==> src/hdl/shds_pkg.sv <==
// shared types and constants for the sliding hamming distance sum block
// no dependencies; imported by every module of the block
`timescale 1ns / 1ps
`default_nettype none

package shds_pkg;

  localparam int unsigned EntryW  = 13;
  localparam int unsigned PlenW   = 13;
  localparam int unsigned AccW    = 23;
  localparam int unsigned PidxW   = 14;
  localparam logic [PidxW-1:0] PidxSat = 14'd8192;
  localparam logic [AccW-1:0]  AccMax  = {AccW{1'b1}};

  localparam logic ModeText    = 1'b0;
  localparam logic ModePattern = 1'b1;

  typedef struct packed {
    logic mode;
    logic bit_value;
    logic last;
  } in_item_t;

  typedef struct packed {
    logic [AccW-1:0] distance_sum;
    logic            error;
  } out_item_t;

  typedef struct packed {
    logic text_wr;
    logic pat_rd;
    logic diff_en;
    logic acc_en;
    logic out_load;
  } cmd_t;

  typedef struct packed {
    logic item_mode;
    logic last;
    logic out_free;
  } status_t;

endpackage

`default_nettype wire

==> src/hdl/shds_ctrl.sv <==
// controller state machine: sequences text writes and pattern read, diff, accumulate, result
// depends on shds_pkg
`timescale 1ns / 1ps
`default_nettype none

module shds_ctrl (
  input  wire               clk_i,
  input  wire               rst_ni,
  input  wire               in_valid_i,
  output logic              in_stall_o,
  input  shds_pkg::status_t sts_i,
  output shds_pkg::cmd_t    cmd_o
);
  import shds_pkg::*;

  localparam logic [1:0] StIdle  = 2'd0;
  localparam logic [1:0] StDiff  = 2'd1;
  localparam logic [1:0] StAccum = 2'd2;
  localparam logic [1:0] StDone  = 2'd3;

  logic [1:0] state_q, state_d;
  logic       idle;

  assign idle       = (state_q == StIdle);
  assign in_stall_o = !idle;

  always_comb begin
    cmd_o          = '0;
    cmd_o.text_wr  = idle && in_valid_i && (sts_i.item_mode == ModeText);
    cmd_o.pat_rd   = idle && in_valid_i && (sts_i.item_mode == ModePattern);
    cmd_o.diff_en  = (state_q == StDiff);
    cmd_o.acc_en   = (state_q == StAccum);
    cmd_o.out_load = (state_q == StDone) && sts_i.out_free;
  end

  always_comb begin
    state_d = state_q;
    case (state_q)
      StIdle: begin
        if (cmd_o.pat_rd) state_d = StDiff;
      end
      StDiff: begin
        state_d = StAccum;
      end
      StAccum: begin
        state_d = sts_i.last ? StDone : StIdle;
      end
      StDone: begin
        if (sts_i.out_free) state_d = StIdle;
      end
      default: begin
        state_d = StIdle;
      end
    endcase
  end

  always_ff @(posedge clk_i or negedge rst_ni) begin
    if (!rst_ni) begin
      state_q <= StIdle;
    end else begin
      state_q <= state_d;
    end
  end

  a_rd_then_diff: assert property (@(posedge clk_i) disable iff (!rst_ni)
    cmd_o.pat_rd |=> cmd_o.diff_en)
    else $error("pattern read not followed by diff");

  a_diff_then_acc: assert property (@(posedge clk_i) disable iff (!rst_ni)
    cmd_o.diff_en |=> cmd_o.acc_en)
    else $error("diff not followed by accumulate");

  a_last_to_done: assert property (@(posedge clk_i) disable iff (!rst_ni)
    (cmd_o.acc_en && sts_i.last) |=> (state_q == StDone))
    else $error("last pattern item did not reach result state");

  a_no_mix: assert property (@(posedge clk_i) disable iff (!rst_ni)
    !(cmd_o.text_wr && (cmd_o.diff_en || cmd_o.acc_en || cmd_o.out_load)))
    else $error("text write overlaps pattern work");

endmodule

`default_nettype wire

==> config.mk <==
export PLATFORM = sky130hd
export DESIGN_NAME = shds_ctrl
export DESIGN_NICKNAME = d
export VERILOG_FILES = /design/src/hdl/shds_pkg.sv /design/src/hdl/shds_ctrl.sv
export SDC_FILE = /design/constraint.sdc
export NUM_CORES = 1
export LEC_CHECK = 0
export ABC_AREA = 1
export ABC_CLOCK_PERIOD_IN_PS = 900
export BUFFER_PORTS_ARGS = -buffer_cell sky130_fd_sc_hd__buf_2
export CELL_PAD_IN_SITES_DETAIL_PLACEMENT = 1
export CELL_PAD_IN_SITES_GLOBAL_PLACEMENT = 2
export CORE_AREA = 2 2 39 41
export CTS_BUF_LIST = sky130_fd_sc_hd__clkbuf_4
export DETAILED_ROUTE_END_ITERATION = 16
export DIE_AREA = 0 0 41 43
export GPL_ROUTABILITY_DRIVEN = 0
export PLACE_DENSITY = 0.62
export SYNTH_ARGS = -nofsm -noshare
export SYNTH_HDL_FRONTEND = slang
export SYNTH_SLANG_ARGS = --single-unit
==> constraint.sdc <==
create_clock -name clk_i -period 0.9 [get_ports clk_i]
set_input_delay 0.09 -clock clk_i [delete_from_list [all_inputs] [get_ports clk_i]]
set_output_delay 0.09 -clock clk_i [all_outputs]
set_load 0.01 [all_outputs]
==> results of run 1 <==
## critical path: cells and delay by family (launching register included)
family	cells	cell delay, ns
simple gates	3	0.27
buf+inv	1	0.13
flops	1	0.43
## final cells by class
cell class / count / area (µm²)
Fill cell: 174 / 1100
Clock buffer: 3 / 22.5
Sequential cell: 2 / 51.3
Tap cell: 16 / 20.0
Timing Repair Buffer: 15 / 93.8
Multi-Input combinational cell: 11 / 73.8
Inverter: 6 / 22.5
## per-layer routing
metal	routed length [µm]	GRT usage, %	vias up
met4	0	2.00	0
met1	163	4.82	74
met2	170	6.25	5
met5	0	0	-
met3	21	4.71	0
li1	-	-	96
## per-stage QoR
| step | instance area (µm²) | TNS [ns] | utilization (%) | power (mW) | cells |
|---|---|---|---|---|---|
| final | 284 | -1.30 | 20.5 | 0.902 | 53 |
| after global routing | 284 | -1.74 | 20.5 | 0.999 | 53 |
| after CTS | 265 | -1.38 | 19.2 | 0.867 | 53 |
| after detailed placement | 226 | -0.0603 | 16.4 | 0.616 | 49 |
| after global placement | 226 | -0.0486 | 16.4 | 0.614 | 49 |
| after floorplan | 129 | 0 | - | 0.384 | 19 |
## timing repair
action,4_1_cts,5_1_grt
gates cloned,0,0
hold endpoints to repair,2,0
hold buffers,1,0
buffers inserted,0,0
resized for setup,2,5
endpoints found under the setup margin,6,6
pin swaps,1,1
## report_power, final
| part | internal, mW | total [mW] | switching [mW] |
|---|---|---|---|
| sequential | 0.136 | 0.198 | 0.0620 |
| clock | 0.147 | 0.191 | 0.0440 |
| combinational | 0.271 | 0.514 | 0.243 |
## how the worst max path moves through the flow
stage                     from        to  slack (ns)  cells after the start
CTS                 state_q[0]  cmd_o[3]       -0.26                      4
finish              state_q[0]  cmd_o[4]       -0.24                      4
global route        state_q[0]  cmd_o[4]       -0.31                      4
floorplan           state_q[0]  cmd_o[4]        0.07                      3
detailed placement  state_q[0]  cmd_o[3]       -0.03                      4
global placement    state_q[1]  cmd_o[3]       -0.04                      4
## cells in the final DEF, fill, tap and decap left out
| master | synthesis | layout |
|---|---|---|
| buf_2 | 0 | 10 |
| inv_1 | 5 | 4 |
| nand3_1 | 5 | 3 |
| clkbuf_4 | 0 | 3 |
| buf_4 | 0 | 3 |
| inv_2 | 1 | 2 |
| nor2_1 | 2 | 2 |
| nand3_2 | 0 | 2 |
| nor2_4 | 0 | 1 |
| nand2_1 | 2 | 1 |
| nor3_2 | 1 | 1 |
| nand2_2 | 0 | 1 |
| dlygate4sd3_1 | 0 | 1 |
| buf_6 | 0 | 1 |
| dfrtp_2 | 0 | 1 |
| dfrtp_1 | 2 | 1 |
## cells by family (layout without fill, tap and decap cells)
logic type	Yosys count	in the layout	share of synthesized area [%]
buffers and inverters	6	24	17.5
and+or+nand+nor	11	11	43.7
DFF	2	2	38.8
==> results.cfg, run 1 <==
[global_route]
grt_max_degree = 5
overflow = 0
track_usage_pct = 4.72
antenna_found_initial = 0
first_global_vias = 169
grt_pass1_wl_um = 538

[floorplanning]
coreArea_um2 = 1380
fp.dieArea_um2 = 1760
std_cell_rows = 14
chipHeight_um = 43
ios = 12
fp.dieW_um = 41
floorplan.initialDensity_pct = 9.31

[drt]
vias = 175
dr.first_iter.drc_count = 2
routed_wl_um = 355
wl_per_cell_um = 6.70
avgViaCountPerCell = 3.30
drt_drc_violations_left = 0
ant_nets = 0
first_pass_iters = 2

[layout]
area_delta_synth_final_pct = 120
top_regs = state_q x2
drive_gt1_share_pct = 67.6
largest_register_ffs = 2
diodes = 0
top_register = state_q
final_nets = 45

[run_status]
outcome = finished with violations
violations = setup timing

[yosys]
yosys_register_bits = 2
yosys_warnings = 0
syn_nets = 25
yosysSeqAreaShare_pct = 38.8
netlist.area_leader.share_pct = 38.8
yosys.area.top_type = dfrtp_1
async_flop_share_pct = 100
postSynthAreaPerCell_um2 = 6.78
synthTopCellsByArea = dfrtp_1 39%, nand3_1 19%, inv_1 15%
yosys-top-cells-count = 5 x inv_1, 5 x nand3_1, 2 x dfrtp_1, 2 x nand2_1, 2 x nor2_1
netlist_area_um2 = 129
synth-edff-count = 0
syn-instance-count = 19
synth-main-ff-cell = dfrtp_1
ys_types = 8

[placement]
io_buffers = 11
post-place-ws_ns = -0.0313
hpwl_um = 319

[hold_path]
holdPathStages = 3
holdPathEnd = state_q[0]
min_path_type = in2reg
hp-start = in_valid_i

[pwr]
cellLeakagePower_nw = 0.170
ir_drop_v = 0.00133
powerDensity_nw_per_um2 = 3180

[flow_run]
maxCapViolCount = 0

[setup_path]
rr_worst_depth = 3
path_max_fanout = 4
crit_arrival_ns = 1.05
reg2reg_to = state_q[0]
crit_chain = nor2_4, nand2_1, nor2_1, buf_2
startpoint_type = flop
endpoint_kind = primary output
reg2reg_slack_ns = 0.02
crit_slowest_cell = dfrtp_2
worstSetupPathType = reg2out
r2r_start = state_q[1]
cp.required_ns = 0.81
slowest_delay_ns = 0.43

[timing]
period_minus_slack_ns = 1.14
fin_ws_ns = -0.238
final_hold_viol_count = 0
slew_viol_final = 0
fmax_ghz = 0.879
holdWs_ns = 0.149
tightest_slew_ns = 0.160
skew_ns = 0.00497
relSlewSlack_pct = 89.3
setup_viol = 6
period_share_pct = 126
rsz0062_at_grt = yes

[cts]
htree_levels = 1
cts.path.max_buffers = 2
clock_latency_ns = 0.22
cts_tree = built
cts-root-buf = clkbuf_4
cts_buffers = 3
clock_sinks = 2
path_clk_slew_ns = 0.03
(Power assumes the default switching activity.)
==> inputs of run 2 (changes only) <==
--- a/config.mk
+++ b/config.mk
@@ -8,14 +8,13 @@
 export ABC_AREA = 1
 export ABC_CLOCK_PERIOD_IN_PS = 900
 export BUFFER_PORTS_ARGS = -buffer_cell sky130_fd_sc_hd__buf_2
-export CELL_PAD_IN_SITES_DETAIL_PLACEMENT = 1
-export CELL_PAD_IN_SITES_GLOBAL_PLACEMENT = 2
 export CORE_AREA = 2 2 39 41
 export CTS_BUF_LIST = sky130_fd_sc_hd__clkbuf_4
 export DETAILED_ROUTE_END_ITERATION = 16
 export DIE_AREA = 0 0 41 43
 export GPL_ROUTABILITY_DRIVEN = 0
-export PLACE_DENSITY = 0.62
+export PLACE_DENSITY = 0.41
+export SETUP_SLACK_MARGIN = 0.2
 export SYNTH_ARGS = -nofsm -noshare
 export SYNTH_HDL_FRONTEND = slang
 export SYNTH_SLANG_ARGS = --single-unit
==> run 2 against run 1 <==
Compared with the run above:
- the flow still finishes with violations (setup timing)
- clock skew fell by 0.0013 ns
- count of clock-buffer cells in the layout is the same
- register-to-register slack got worse by 0.05 ns
- core utilization grew 3.4 points
- final cell count increased by 3.8%
- final area rose by 17%
- sequential power decreased by 4%
==> results.cfg, run 2 (synthesis results as in run 1) <==
[layout]
top_regs = state_q x2
drive_gt1_share_pct = 79.5
diodes = 0
final_common_cell = buf_2
final_cell_mix = 9 x buf_2, 4 x buf_6
top_register = state_q
final_core_util_pct = 24.0
largest_register_ffs = 2
fill_cells = 159
final_nets = 47
fin_cells = 55
area_delta_synth_final_pct = 157

[flow_run]
maxCapViolCount = 0

[run_status]
outcome = finished with violations
violations = setup timing

[pwr]
cellLeakagePower_nw = 0.184
clock_power_share_pct = 19.3
seqPwrFrac_pct = 18.4
powerDensity_nw_per_um2 = 3110
ir_drop_v = 0.000793
power_switching_share_pct = 40.3
p_sw_mw = 0.415
internal_power_mw = 0.615
combPwrFrac_pct = 62.3

[hold_path]
min_path_type = in2reg
hp-start = sts_i[1]
holdPathEnd = state_q[1]
holdPathStages = 3

[global_route]
track_usage_pct = 5.43
antenna_found_initial = 0
grt_max_degree = 5
first_global_vias = 167
overflow = 0
grt_pass1_wl_um = 565

[drt]
routed_wl_um = 417
wl_per_cell_um = 7.58
drt_drc_violations_left = 0
dr.first_iter.drc_count = 2
avgViaCountPerCell = 3.38
first_pass_iters = 2
vias = 186
ant_nets = 0

[timing]
fmax_ghz = 0.862
period_minus_slack_ns = 1.16
tightest_slew_ns = 0.142
final_hold_viol_count = 0
setup_viol = 7
slew_viol_final = 0
period_share_pct = 129
fin_ws_ns = -0.261
holdWs_ns = 0.148
skew_ns = 0.00364
tns_ns = -1.24
relSlewSlack_pct = 90.5
rsz0062_at_grt = yes

[setup_path]
r2r_start = state_q[0]
reg2reg_to = state_q[0]
rr_worst_depth = 4
endpoint_kind = primary output
startpoint_type = flop
cp.required_ns = 0.81
crit_arrival_ns = 1.07
reg2reg_slack_ns = -0.03
path_max_fanout = 4
worstSetupPathType = reg2out

[cts]
htree_levels = 1
cts.path.max_buffers = 2
clock_latency_ns = 0.22
path_clk_slew_ns = 0.03
clock_sinks = 2
cts_buffers = 3
cts_tree = built
cts-root-buf = clkbuf_4

[floorplanning]
chipHeight_um = 43
ios = 12
std_cell_rows = 14
fp.dieArea_um2 = 1760
fp.dieW_um = 41
floorplan.initialDensity_pct = 9.31
coreArea_um2 = 1380

[placement]
hpwl_um = 302
dp.cells = 48
io_buffers = 11
post-place-ws_ns = -0.0351
-- run 2: cell types whose count changed in the layout (fill, tap and decap cells not counted), sizes merged --
cell,change
buf,+2
-- run 2: critical path, stage by stage, from the launching register on --
cell	delay, ns
dfrtp_2	0.43
nor2_2	0.14
nand2_1	0.08
nor2_2	0.07
buf_2	0.12
-- run 2: cell type report --
cell class,instances,area (µm²),share of cell area [%]
timing repair buffer,17,123,37.0
multi-input combinational,11,90.1,27.2
sequential,2,51.3,15.5
inverter,6,25.0,7.55
clock buffer,3,22.5,6.79
tap,16,20.0,6.04
-- run 2: stage by stage --
stage               power (mW)  cell area (µm²)
detailed placement       0.601              228
finish                    1.03              332
floorplan                0.410              138
global placement         0.599              228
CTS                      0.859              273
global route              1.12              332
-- run 2: worst max-delay path by stage --
stage | cells after the start | end | start
floorplan | 3 | cmd_o[4] | state_q[0]
global placement | 4 | cmd_o[3] | state_q[0]
detailed placement | 4 | cmd_o[3] | state_q[0]
CTS | 4 | cmd_o[3] | state_q[1]
global route | 4 | cmd_o[4] | state_q[0]
finish | 4 | cmd_o[4] | state_q[0]
-- run 2: layer usage --
metal / GRT usage [%] / vias up / share of wire, %
li1: - / 99 / -
met1: 4.53 / 83 / 37
met2: 6.88 / 4 / 58
met3: 4.71 / 0 / 4.8
met4: 6.00 / 0 / 0
met5: 0 / - / 0
-- run 2: power by group through the flow --
stage / Combinational, mW / Sequential [mW] / Clock (mW)
5_1_grt: 0.701 / 0.197 / 0.225
3_3_place_gp: 0.423 / 0.177 / 0
2_1_floorplan: 0.232 / 0.177 / 0
4_1_cts: 0.468 / 0.177 / 0.214
6_report: 0.642 / 0.190 / 0.199
3_5_place_dp: 0.422 / 0.179 / 0
-- run 2: what timing repair did --
| item | in CTS | in global routing |
|---|---|---|
| hold buffers | 1 | 0 |
| endpoints found under the hold margin | 2 | 0 |
| buffers inserted | 1 | 2 |
| pin swaps | 2 | 1 |
| endpoints found under the setup margin | 8 | 8 |
| gates resized for setup | 2 | 11 |
